$ cat src/hdl/gbr_pkg.sv
// ----------------------------------------------------------------------------
// gbr_pkg
// Shared types and constants of the 9x9 RGB Gaussian blur.
// ----------------------------------------------------------------------------
package gbr_pkg;

  // One RGB pixel as stored in the row store.
  typedef struct packed {
    logic [7:0] red;
    logic [7:0] green;
    logic [7:0] blue;
  } gbr_pix_t;

  localparam int WEIGHT_W    = 16;
  localparam int NUM_WEIGHTS = 5;
  localparam int WI_W        = 3;
  localparam int DC_W        = 4;
  localparam int CSUM_W      = 28;
  localparam int ACC_W       = 48;
  localparam int FRAC_W      = 32;
  localparam int SLOTS       = 16;
  localparam int SLOT_W      = 4;
  localparam int CFG_W       = 12;
  localparam int PADDR_W     = 5;
  localparam int PDATA_W     = 32;

  typedef logic [NUM_WEIGHTS-1:0][WEIGHT_W-1:0] gbr_weights_t;

  // Column sums of the three channels.
  typedef struct packed {
    logic [CSUM_W-1:0] red;
    logic [CSUM_W-1:0] green;
    logic [CSUM_W-1:0] blue;
  } gbr_csum_t;

  // Control that travels with one column of the kernel.
  typedef struct packed {
    logic            valid;
    logic            first;
    logic            last;
    logic [DC_W-1:0] dc;
  } gbr_tag_t;

  // Register indexes of the configuration port.
  typedef enum logic [2:0] {
    REG_WIDTH   = 3'd0,
    REG_HEIGHT  = 3'd1,
    REG_WEIGHT0 = 3'd2,
    REG_WEIGHT1 = 3'd3,
    REG_WEIGHT2 = 3'd4,
    REG_WEIGHT3 = 3'd5,
    REG_WEIGHT4 = 3'd6
  } gbr_reg_t;

  localparam logic [CFG_W-1:0] WIDTH_RST  = 12'd512;
  localparam logic [CFG_W-1:0] HEIGHT_RST = 12'd512;
  localparam gbr_weights_t WEIGHT_RST = {16'd1810, 16'd4344, 16'd8116, 16'd11810, 16'd13376};

endpackage

$ cat src/hdl/gbr_tap_cell.sv
// ----------------------------------------------------------------------------
// gbr_tap_cell
// One kernel row of the vertical filter: adds its weighted pixel to the sum.
// ----------------------------------------------------------------------------
module gbr_tap_cell import gbr_pkg::*; #(
  parameter int KERNEL_WIDTH = 9,
  parameter int TAP = 0
) (
  input  logic                            clk,
  input  logic                            rst_n,
  input  logic [WEIGHT_W-1:0]             weight,
  input  gbr_pix_t [KERNEL_WIDTH-1:0]     pix_i,
  input  gbr_csum_t                       sum_i,
  input  gbr_tag_t                        tag_i,
  output gbr_pix_t [KERNEL_WIDTH-1:0]     pix_o,
  output gbr_csum_t                       sum_o,
  output gbr_tag_t                        tag_o
);

  gbr_pix_t [KERNEL_WIDTH-1:0] pix_r;
  gbr_csum_t                   sum_r, sum_nxt;
  gbr_tag_t                    tag_r;
  logic [23:0]                 prod_red, prod_green, prod_blue;

  // Weighted pixel of this row, added to the partial column sum.
  assign prod_red   = 24'(pix_i[TAP].red) * 24'(weight);
  assign prod_green = 24'(pix_i[TAP].green) * 24'(weight);
  assign prod_blue  = 24'(pix_i[TAP].blue) * 24'(weight);

  always_comb begin
    sum_nxt.red   = sum_i.red + CSUM_W'(prod_red);
    sum_nxt.green = sum_i.green + CSUM_W'(prod_green);
    sum_nxt.blue  = sum_i.blue + CSUM_W'(prod_blue);
  end

  // Hand the column on to the next cell.
  always_ff @(posedge clk) begin
    if (!rst_n) begin
      tag_r <= '0;
    end else begin
      tag_r <= tag_i;
    end
    pix_r <= pix_i;
    sum_r <= sum_nxt;
  end

  assign pix_o = pix_r;
  assign sum_o = sum_r;
  assign tag_o = tag_r;

endmodule

$ cat config.mk
export PLATFORM = sky130hd
export DESIGN_NAME = gbr_tap_cell
export DESIGN_NICKNAME = d
export VERILOG_FILES = /design/src/hdl/gbr_pkg.sv /design/src/hdl/gbr_tap_cell.sv
export SDC_FILE = /design/constraint.sdc
export NUM_CORES = 1
export LEC_CHECK = 0
export BUFFER_PORTS_ARGS = -buffer_cell sky130_fd_sc_hd__clkbuf_2
export CORE_AREA = 2 2 249 251
export DETAILED_ROUTE_END_ITERATION = 7
export DIE_AREA = 0 0 251 253
export PLACE_DENSITY = 0.59
export SLEW_MARGIN = 15
export SYNTH_ARGS = -nofsm -noshare
export SYNTH_HDL_FRONTEND = slang
export SYNTH_SLANG_ARGS = --single-unit
$ cat constraint.sdc
create_clock -name clk -period 6.32 [get_ports clk]
set_clock_uncertainty 0.2 [all_clocks]
set_input_delay 0.948 -clock clk [delete_from_list [all_inputs] [get_ports clk]]
set_output_delay 0.948 -clock clk [all_outputs]
set_load 0.02 [all_outputs]
==> impl_metrics.tcl <==
set metrics [dict create \
    outcome "finished, final reports clean" \
    dp.final_hpwl_mm 65.0 \
    finalHoldViolations 0 \
    rsz0062_at_grt "false" \
    critPathMaxStageDelay_ns 0.66 \
    die-area_um2 63500 \
    finalSetupViolCount 0 \
    synth_nets 2932 \
    final_common_cell "clkbuf_2" \
    tns_ns 0 \
    final_cell_mix "631 x clkbuf_2, 482 x inv_1, 318 x fa_1" \
    crit_chain "clkbuf_2 > nand2_1 > fa_1 > inv_1 > fa_1 > inv_1 > fa_1 > fa_1 > inv_1 > ha_1 > a21o_1 > a21oi_2 > a21boi_2 > a2111oi_4 > o31ai_1 > a41oi_1 > xnor2_1" \
    synth.top_cell.area_share_pct 30.0 \
    ant_nets 0 \
    cts_resized 0 \
    die_x_um 251 \
    cts_setup_buffers 0 \
    arrival_ns 5.73 \
    fin_area_um2 26500 \
    p_leak_uw 0.0142 \
    cts_buffer_depth 3 \
    fill_cells 6045 \
    grt_usage_pct 24.3 \
    start_util_pct 34.7 \
    slowest_stage "o31ai_1" \
    fin_util_pct 43.4 \
    worst_pin_slew_ns 0.733 \
    globalplace.congestion 0.998 \
    syn2layout_area_growth_pct 24.9 \
    grt_max_degree 25 \
    drv_slew 0 \
    period_share_pct 86.6 \
    die_y_um 253 \
    start_kind "primary input" \
    synth_cell_types 54 \
    cts_buffers 40 \
    nNetsFinal 3539 \
    period_minus_slack_ns 5.47 \
    overflow 0 \
    antenna_found_initial 19 \
    synth_edf_count 0 \
    synth_top_area_cell "fa_1" \
    cts_hold_buffers 0 \
    placed_cells 3497 \
    crit_family "adder cells" \
    multi_input_area_um2 13000 \
    max_cap_violations 0 \
    min-delay-path-class "in -> reg" \
    slew_headroom_pct 50.7 \
    cts.reportedPaths.clkPinSlew_ns 0.06 \
    synth.cell_area_um2 21200 \
    ir_drop_mv 0.283 \
    cp-end-kind "register" \
    syn_area_per_cell_um2 9.90 \
    drive_above_1_share_pct 25.7 \
    drtPass1Iterations 5 \
    worst_hold_startpoint "pix_i[76]" \
    htree_levels 2 \
    path_class "in -> reg" \
    holdPathStages 1 \
    rows 91 \
    io_pins 632 \
    grt_pass1_wl_mm 114 \
    num_vias 16600 \
    wl_per_cell_um 21.6 \
    fmax_mhz 183 \
    min_to "pix_o[76]" \
    synthArstFlopShare_pct 0 \
    ys_ff_latch 307 \
    ys.flop_type "dfxtp_1" \
    drtIter0Drc 849 \
    grt_pass1_vias 17700 \
    path_common_cell "fa_1" \
    core_um2 61000 \
    power_density_nw_per_um2 450 \
    routed_wl_mm 77.1 \
    yosys_warnings 0 \
    regArea_um2 6150 \
    cts_tree "built" \
    required_ns 6.57 \
    ys_top_cells_by_area "fa_1 30%, dfxtp_1 29%, ha_1 8.7%, inv_1 8.5%, and2_1 7.9%" \
    drc 0 \
    syn_inst 2142 \
    final-instance-count-excl-fill 3573 \
    yosysSeqAreaShare_pct 29.0 \
    critPathBufInv 4 \
    io_buffers 631 \
    cts_sinks 307 \
    placed_cell_area_um2 25100 \
    viasPerCell 4.66 \
    critPathMaxFanout 24 \
    holdWs_ns 0.271 \
    ctsRootBufferMaster "clkbuf_16" \
]
==> area by class of cell <==
class / count / area share (%)
well taps: 790 / 3.73
multi-input cells: 1282 / 49.0
diodes: 3 / 0.0284
inverters: 482 / 6.83
clock inverters: 22 / 0.997
flip-flops and latches: 307 / 23.2
clock buffers: 51 / 4.09
repair buffers: 636 / 12.1
==> power by group <==
group / switching (uW) / internal, uW
Sequential: 124 / 2360
Combinational: 4320 / 2790
Clock: 955 / 1360
==> worst max path at each step <==
| stage | to | start | slack (ns) | cells after the start |
|---|---|---|---|---|
| final | sum_o[76] | weight[6] | 0.85 | 17 |
| after global routing | sum_o[76] | weight[6] | 0.53 | 17 |
| after CTS | sum_o[76] | weight[6] | 0.87 | 17 |
| after detailed placement | sum_o[76] | weight[10] | 0.33 | 16 |
| after global placement | sum_o[83] | weight[14] | 0.41 | 16 |
| after floorplan | sum_o[81] | pix_i[16] | 0.88 | 17 |
==> Yosys cell counts, types with 12 or more instances <==
library cell	number
a21oi_1	69
dfxtp_1	307
a21o_1	32
and2_1	269
inv_1	482
o21ai_0	33
xnor2_1	42
fa_1	318
clkbuf_1	71
nand2_1	171
nand4_1	12
ha_1	147
nor2_1	39
xor2_1	19
nand3_1	17
==> per-layer routing <==
metal | share of wire, % | GRT usage [%] | vias to the layer above
met5 | 0.10 | 0 | -
li1 | - | - | 7644
met2 | 51 | 43.5 | 500
met3 | 5.5 | 4.75 | 92
met4 | 2.0 | 5.20 | 12
met1 | 42 | 30.4 | 8399
==> logic make-up after synthesis <==
group	Yosys count	share of synthesized area [%]
buffers and inverters	553	9.79
AND/OR/NAND/NOR	553	13.8
XOR/XNOR	61	2.52
multiplexers	1	0.0472
adder cells (fa/ha/maj)	465	38.7
AO/OA/AOI/OAI	202	6.14
flip-flops	307	29.0
==> registers in the layout, summed over array words and instances (netlist names) <==
signal / flops
pix_o: 216
sum_o: 84
tag_o: 7
==> through the flow <==
stage          power (uW)  setup slack (ns)
3_5_place_dp         9660             0.330
3_3_place_gp         9610             0.411
6_report            11900             0.847
5_1_grt             13000             0.530
4_1_cts             12100             0.873
2_1_floorplan        7620             0.883
Power figures use the tool's default switching activity.
