--- src/hdl/gbr_pkg.sv ---
// ----------------------------------------------------------------------------
// gbr_pkg
// Shared types and constants of the 9x9 RGB Gaussian blur.
// ----------------------------------------------------------------------------
package gbr_pkg;

  // One RGB pixel as stored in the row store.
  typedef struct packed {
    logic [7:0] red;
    logic [7:0] green;
    logic [7:0] blue;
  } gbr_pix_t;

  localparam int WEIGHT_W    = 16;
  localparam int NUM_WEIGHTS = 5;
  localparam int WI_W        = 3;
  localparam int DC_W        = 4;
  localparam int CSUM_W      = 28;
  localparam int ACC_W       = 48;
  localparam int FRAC_W      = 32;
  localparam int SLOTS       = 16;
  localparam int SLOT_W      = 4;
  localparam int CFG_W       = 12;
  localparam int PADDR_W     = 5;
  localparam int PDATA_W     = 32;

  typedef logic [NUM_WEIGHTS-1:0][WEIGHT_W-1:0] gbr_weights_t;

  // Column sums of the three channels.
  typedef struct packed {
    logic [CSUM_W-1:0] red;
    logic [CSUM_W-1:0] green;
    logic [CSUM_W-1:0] blue;
  } gbr_csum_t;

  // Control that travels with one column of the kernel.
  typedef struct packed {
    logic            valid;
    logic            first;
    logic            last;
    logic [DC_W-1:0] dc;
  } gbr_tag_t;

  // Register indexes of the configuration port.
  typedef enum logic [2:0] {
    REG_WIDTH   = 3'd0,
    REG_HEIGHT  = 3'd1,
    REG_WEIGHT0 = 3'd2,
    REG_WEIGHT1 = 3'd3,
    REG_WEIGHT2 = 3'd4,
    REG_WEIGHT3 = 3'd5,
    REG_WEIGHT4 = 3'd6
  } gbr_reg_t;

  localparam logic [CFG_W-1:0] WIDTH_RST  = 12'd512;
  localparam logic [CFG_W-1:0] HEIGHT_RST = 12'd512;
  localparam gbr_weights_t WEIGHT_RST = {16'd1810, 16'd4344, 16'd8116, 16'd11810, 16'd13376};

endpackage

--- src/hdl/gbr_col_acc.sv ---
// ----------------------------------------------------------------------------
// gbr_col_acc
// Horizontal filter: weights each column sum and accumulates the kernel.
// ----------------------------------------------------------------------------
module gbr_col_acc import gbr_pkg::*; #(
  parameter int KERNEL_WIDTH = 9
) (
  input  logic          clk,
  input  logic          rst_n,
  input  gbr_weights_t  weights,
  input  gbr_csum_t     sum_i,
  input  gbr_tag_t      tag_i,
  output logic          done,
  output logic [7:0]    red,
  output logic [7:0]    green,
  output logic [7:0]    blue
);

  localparam int HALF = KERNEL_WIDTH / 2;

  logic [DC_W-1:0]     col_dist;
  logic [WEIGHT_W-1:0] wsel;
  logic [ACC_W-1:0]    prod_red_r, prod_green_r, prod_blue_r;
  logic [ACC_W-1:0]    acc_red_r, acc_green_r, acc_blue_r;
  gbr_tag_t            tag1_r;
  logic                done_r;

  // Weight of this column offset.
  assign col_dist = (tag_i.dc >= DC_W'(HALF)) ? tag_i.dc - DC_W'(HALF)
                                              : DC_W'(HALF) - tag_i.dc;
  assign wsel = weights[col_dist[WI_W-1:0]];

  // Multiply stage, then accumulate stage.
  always_ff @(posedge clk) begin
    if (!rst_n) begin
      tag1_r <= '0;
      done_r <= 1'b0;
    end else begin
      tag1_r <= tag_i;
      done_r <= tag1_r.valid && tag1_r.last;
    end
    prod_red_r   <= ACC_W'(sum_i.red) * ACC_W'(wsel);
    prod_green_r <= ACC_W'(sum_i.green) * ACC_W'(wsel);
    prod_blue_r  <= ACC_W'(sum_i.blue) * ACC_W'(wsel);
    if (tag1_r.valid) begin
      acc_red_r   <= tag1_r.first ? prod_red_r : acc_red_r + prod_red_r;
      acc_green_r <= tag1_r.first ? prod_green_r : acc_green_r + prod_green_r;
      acc_blue_r  <= tag1_r.first ? prod_blue_r : acc_blue_r + prod_blue_r;
    end
  end

  // Drop the fraction and saturate to a byte.
  function automatic logic [7:0] sat8(input logic [ACC_W-1:0] acc);
    logic [ACC_W-FRAC_W-1:0] whole;
    whole = acc[ACC_W-1:FRAC_W];
    return (|whole[ACC_W-FRAC_W-1:8]) ? 8'hFF : whole[7:0];
  endfunction

  assign done  = done_r;
  assign red   = sat8(acc_red_r);
  assign green = sat8(acc_green_r);
  assign blue  = sat8(acc_blue_r);

endmodule

--- config.mk ---
export PLATFORM = sky130hd
export DESIGN_NAME = gbr_col_acc
export DESIGN_NICKNAME = d
export VERILOG_FILES = /design/src/hdl/gbr_pkg.sv /design/src/hdl/gbr_col_acc.sv
export SDC_FILE = /design/constraint.sdc
export NUM_CORES = 2
export LEC_CHECK = 0
export ABC_AREA = 1
export BUFFER_PORTS_ARGS = -buffer_cell sky130_fd_sc_hd__buf_4
export CORE_MARGIN = 1
export CORE_UTILIZATION = 60
export DETAILED_ROUTE_END_ITERATION = 10
export GPL_TIMING_DRIVEN = 0
export PLACE_DENSITY = 0.88
export SYNTH_ARGS = -nofsm -noshare
export SYNTH_HDL_FRONTEND = slang
export SYNTH_SLANG_ARGS = --single-unit
--- constraint.sdc ---
create_clock -name clk -period 9.45 [get_ports clk]
set_clock_uncertainty 0.1 [all_clocks]
set_input_delay 0.945 -clock clk [delete_from_list [all_inputs] [get_ports clk]]
set_output_delay 0.945 -clock clk [all_outputs]
set_load 0.02 [all_outputs]
==> impl_summary.log <==
[metrics] required time worst endpoint: just under 10000 ps
[metrics] portion of the post-synthesis area used by sequential elements: 0.108
[metrics] number of synthesized flops with an enable pin: about 140
[metrics] total number of vias: between 60000 and 70000
[metrics] final instance count without filler cells: between 10000 and 15000
[metrics] count of state elements after synthesis: 280
[metrics] DRC marker count from the first detailed-route iteration: around 7000
[metrics] full die area: about 110000 µm²
[metrics] status: complete, but fails checks
[metrics] quantity of gates resized following cts: 0
[metrics] first-pass GRT wire length: roughly 350 mm
[metrics] post-synthesis cell area: 65500 µm²
[metrics] Post-Syn Instances: 9145
[metrics] share of synthesized registers carrying an async set or reset: 0
[metrics] clock insertion delay at the later pin of the skew report: approximately 580 ps
[metrics] Critical Path AT: around 9400 ps
[metrics] H-Tree Level Count: 1
[metrics] maximum operating frequency: around 110 MHz
[metrics] total iterations of the first detailed-routing run: 8
[metrics] warnings from Yosys: 0
[metrics] overall track demand over capacity in global routing: 0.420
[metrics] effective utilization at floorplan: 0.608
[metrics] layout net count: 11100
[metrics] Top FF cell, synth: sky130_fd_sc_hd__edfxtp_1
[metrics] height of the die: ~330 µm
[metrics] unrepaired setup endpoints after global routing: false
[metrics] area inside the core boundary: around 110000 µm²
[metrics] number of antenna violations at the first check in global routing: 21
[metrics] pin count of the biggest net entering global routing: 68
[metrics] Storage cell area: between 7000 and 8000 µm²
[metrics] final setup margin: 391 ps
[metrics] top fanout value on the critical path: 10
[metrics] final setup TNS: 0 ps
[metrics] overall die width: 332 µm
[metrics] number of global-route vias before repair: between 60000 and 70000
[metrics] remaining number of nets flagged by the antenna check after routing: 0
[metrics] classification of the worst setup path: input pin to flip-flop
[metrics] min cycle time layout: 9060 ps
[metrics] average footprint of a synthesized cell: about 7.2 µm²
[metrics] final HPWL from detailed placement: 195 mm
[metrics] number of buffers added on ports: 167
[metrics] slowest cell on the critical path: sky130_fd_sc_hd__fa_1
[metrics] number of hold-repair buffers added at the cts stage: 0
[metrics] total congestion overflow: 0
[metrics] area overhead of the layout relative to synthesis: 6.10%
[metrics] DR DRC count: 0
[metrics] IO Pins: 198
[metrics] clock tree from TritonCTS: done
[metrics] Setup violations, final: 0
[metrics] delay of the slowest cell on the worst path: ~560 ps
[metrics] Hold Vio Cnt, Final: 0
[metrics] syn nets: between 10000 and 15000
[metrics] setup slack after placement: between 150 and 200 ps
[metrics] Filler Cell Count: 9719
[metrics] number of vias per cell after detailed routing: about 5.7
[metrics] crit-path most repeated cell: sky130_fd_sc_hd__fa_1
[metrics] max capacitance violation total: 1
[metrics] endpoint class of the critical path: flip-flop
[metrics] WL/cell: ~22 µm
[metrics] area occupied by multi-input gates: around 49000 µm²
[metrics] CP startpoint kind: input pin
[metrics] placer congestion estimate: around 1.1
[metrics] share of cells above drive strength 1: 0.0587
[metrics] final period utilization: 0.959
[metrics] transition time at the pin with the least slew margin: between 1500 and 2000 ps
[metrics] class of the worst hold path: flip-flop to flip-flop
[metrics] cell types occupying the most area after synthesis: sky130_fd_sc_hd__fa_1, sky130_fd_sc_hd__nand2_1, sky130_fd_sc_hd__inv_1
[metrics] fraction of synthesized cell area taken by the top area cell type: 0.333
[metrics] final max-slew violation count: 11
[metrics] violated checks: capacitance limit, slew limit
[metrics] dominant cell type by area after synthesis: sky130_fd_sc_hd__fa_1
[metrics] clk sink count: 280
[metrics] count of placed standard cells including taps: 10700
[metrics] number of rows created at floorplan: 120
[metrics] Routed Wire Length: approximately 230 mm
[metrics] count of distinct cell types in the synthesized netlist: 45
[metrics] setup bufs post-CTS: 0
[metrics] Clock Pin Slew Worst Setup and Hold Paths: 70 ps
[metrics] number of clock buffers inserted by TritonCTS: 25
[metrics] clock tree root buffer cell: sky130_fd_sc_hd__clkbuf_16
[metrics] buffer depth of the longest clock path: 3
[metrics] max-slew headroom at the worst pin: -0.0542
[routing by layer]
layer	share of wire	vias to the layer above	global-route usage
li1	-	27400	-
met1	0.39	29100	0.558
met2	0.42	3659	0.628
met3	0.13	748	0.123
met4	0.060	12	0.204
met5	0.00044	-	0
[synth_stat cells, types with 55 or more instances]
library cell               number
sky130_fd_sc_hd__o21ai_0      146
sky130_fd_sc_hd__xor2_1        55
sky130_fd_sc_hd__dfxtp_1      136
sky130_fd_sc_hd__clkbuf_1      77
sky130_fd_sc_hd__nand3_1      349
sky130_fd_sc_hd__a21oi_1      260
sky130_fd_sc_hd__fa_1        1089
sky130_fd_sc_hd__inv_1       2029
sky130_fd_sc_hd__nor3_1        67
sky130_fd_sc_hd__edfxtp_1     144
sky130_fd_sc_hd__buf_2         55
sky130_fd_sc_hd__nand2_1     2720
sky130_fd_sc_hd__nor2_1       984
sky130_fd_sc_hd__nor2_2        92
sky130_fd_sc_hd__ha_1         481
[path summary, 6_finish.rpt]
| check | start | end | slack, ps | cells past startpoint |
|---|---|---|---|---|
| worst max-delay path | tag_i[0] | prod_green_r[40] | 390 | 32 |
| worst min-delay path | tag1_r[4] | done | 370 | 1 |
| worst max register to register | tag1_r[5] | acc_blue_r[38] | 6620 | 6 |
| worst min register to register | tag1_r[4] | done | 370 | 1 |
[layout by cell type, fill, tap and decap left out, drive strengths merged, types with 19 or more instances in the layout]
cell | netlist | layout
or2 | 40 | 40
ha | 481 | 481
nand3 | 349 | 349
nor2 | 1076 | 1076
o21bai | 19 | 19
nor3 | 67 | 67
clkinv | 19 | 22
edfxtp | 144 | 144
o21ai | 146 | 146
nand2 | 2763 | 2763
dfxtp | 136 | 136
nand4 | 41 | 41
buf | 174 | 343
xnor2 | 53 | 53
a21oi | 262 | 262
xor2 | 55 | 55
clkbuf | 77 | 107
o21a | 20 | 20
inv | 2047 | 2057
fa | 1089 | 1089
[through the flow]
stage / hold slack [ps] / instance area (µm²) / utilization
floorplan: 329 / 65500 / -
global placement: 333 / 68500 / 0.636
detailed placement: 359 / 68600 / 0.637
CTS: 376 / 69400 / 0.645
global route: 391 / 69500 / 0.645
finish: 371 / 69500 / 0.645
[layout make-up]
class                      instances  area share
multi-input combinational       6548       0.707
timing repair buffer             169      0.0188
clock buffer                      30      0.0102
inverter                        2066       0.112
clock inverter                    16     0.00263
sequential                       280       0.101
antenna                           14    0.000504
tap                             1403      0.0253
buffer                           251      0.0219
[state kept, by name, summed over array words and instances, names as in the netlist]
register	count
prod_red_r	44
acc_green_r	48
prod_blue_r	44
prod_green_r	44
tag1_r	3
acc_red_r	48
acc_blue_r	48
done	1
[cell families (layout without fill, tap and decap cells)]
kind of cell,count (synthesis),in the layout,synth area share
AND/OR/NAND/NOR,4365,4365,0.268
buffers and inverters,2317,2532,0.142
adder cells (fa/ha/maj),1570,1570,0.425
AO/OA/AOI/OAI,505,505,0.0430
flip-flops,280,280,0.108
XOR/XNOR,108,108,0.0144
other,0,14,0
[worst max-delay path: cells and delay by family]
family	cells	cell delay, ps
and+or+nand+nor	7	1310
buffers and inverters	11	1870
AOI/OAI and AO/OA	6	1460
adders and majority gates	8	3800
Power is not shown: default switching activity piles up to over one toggle a cycle in this logic, so the estimate is an artifact.
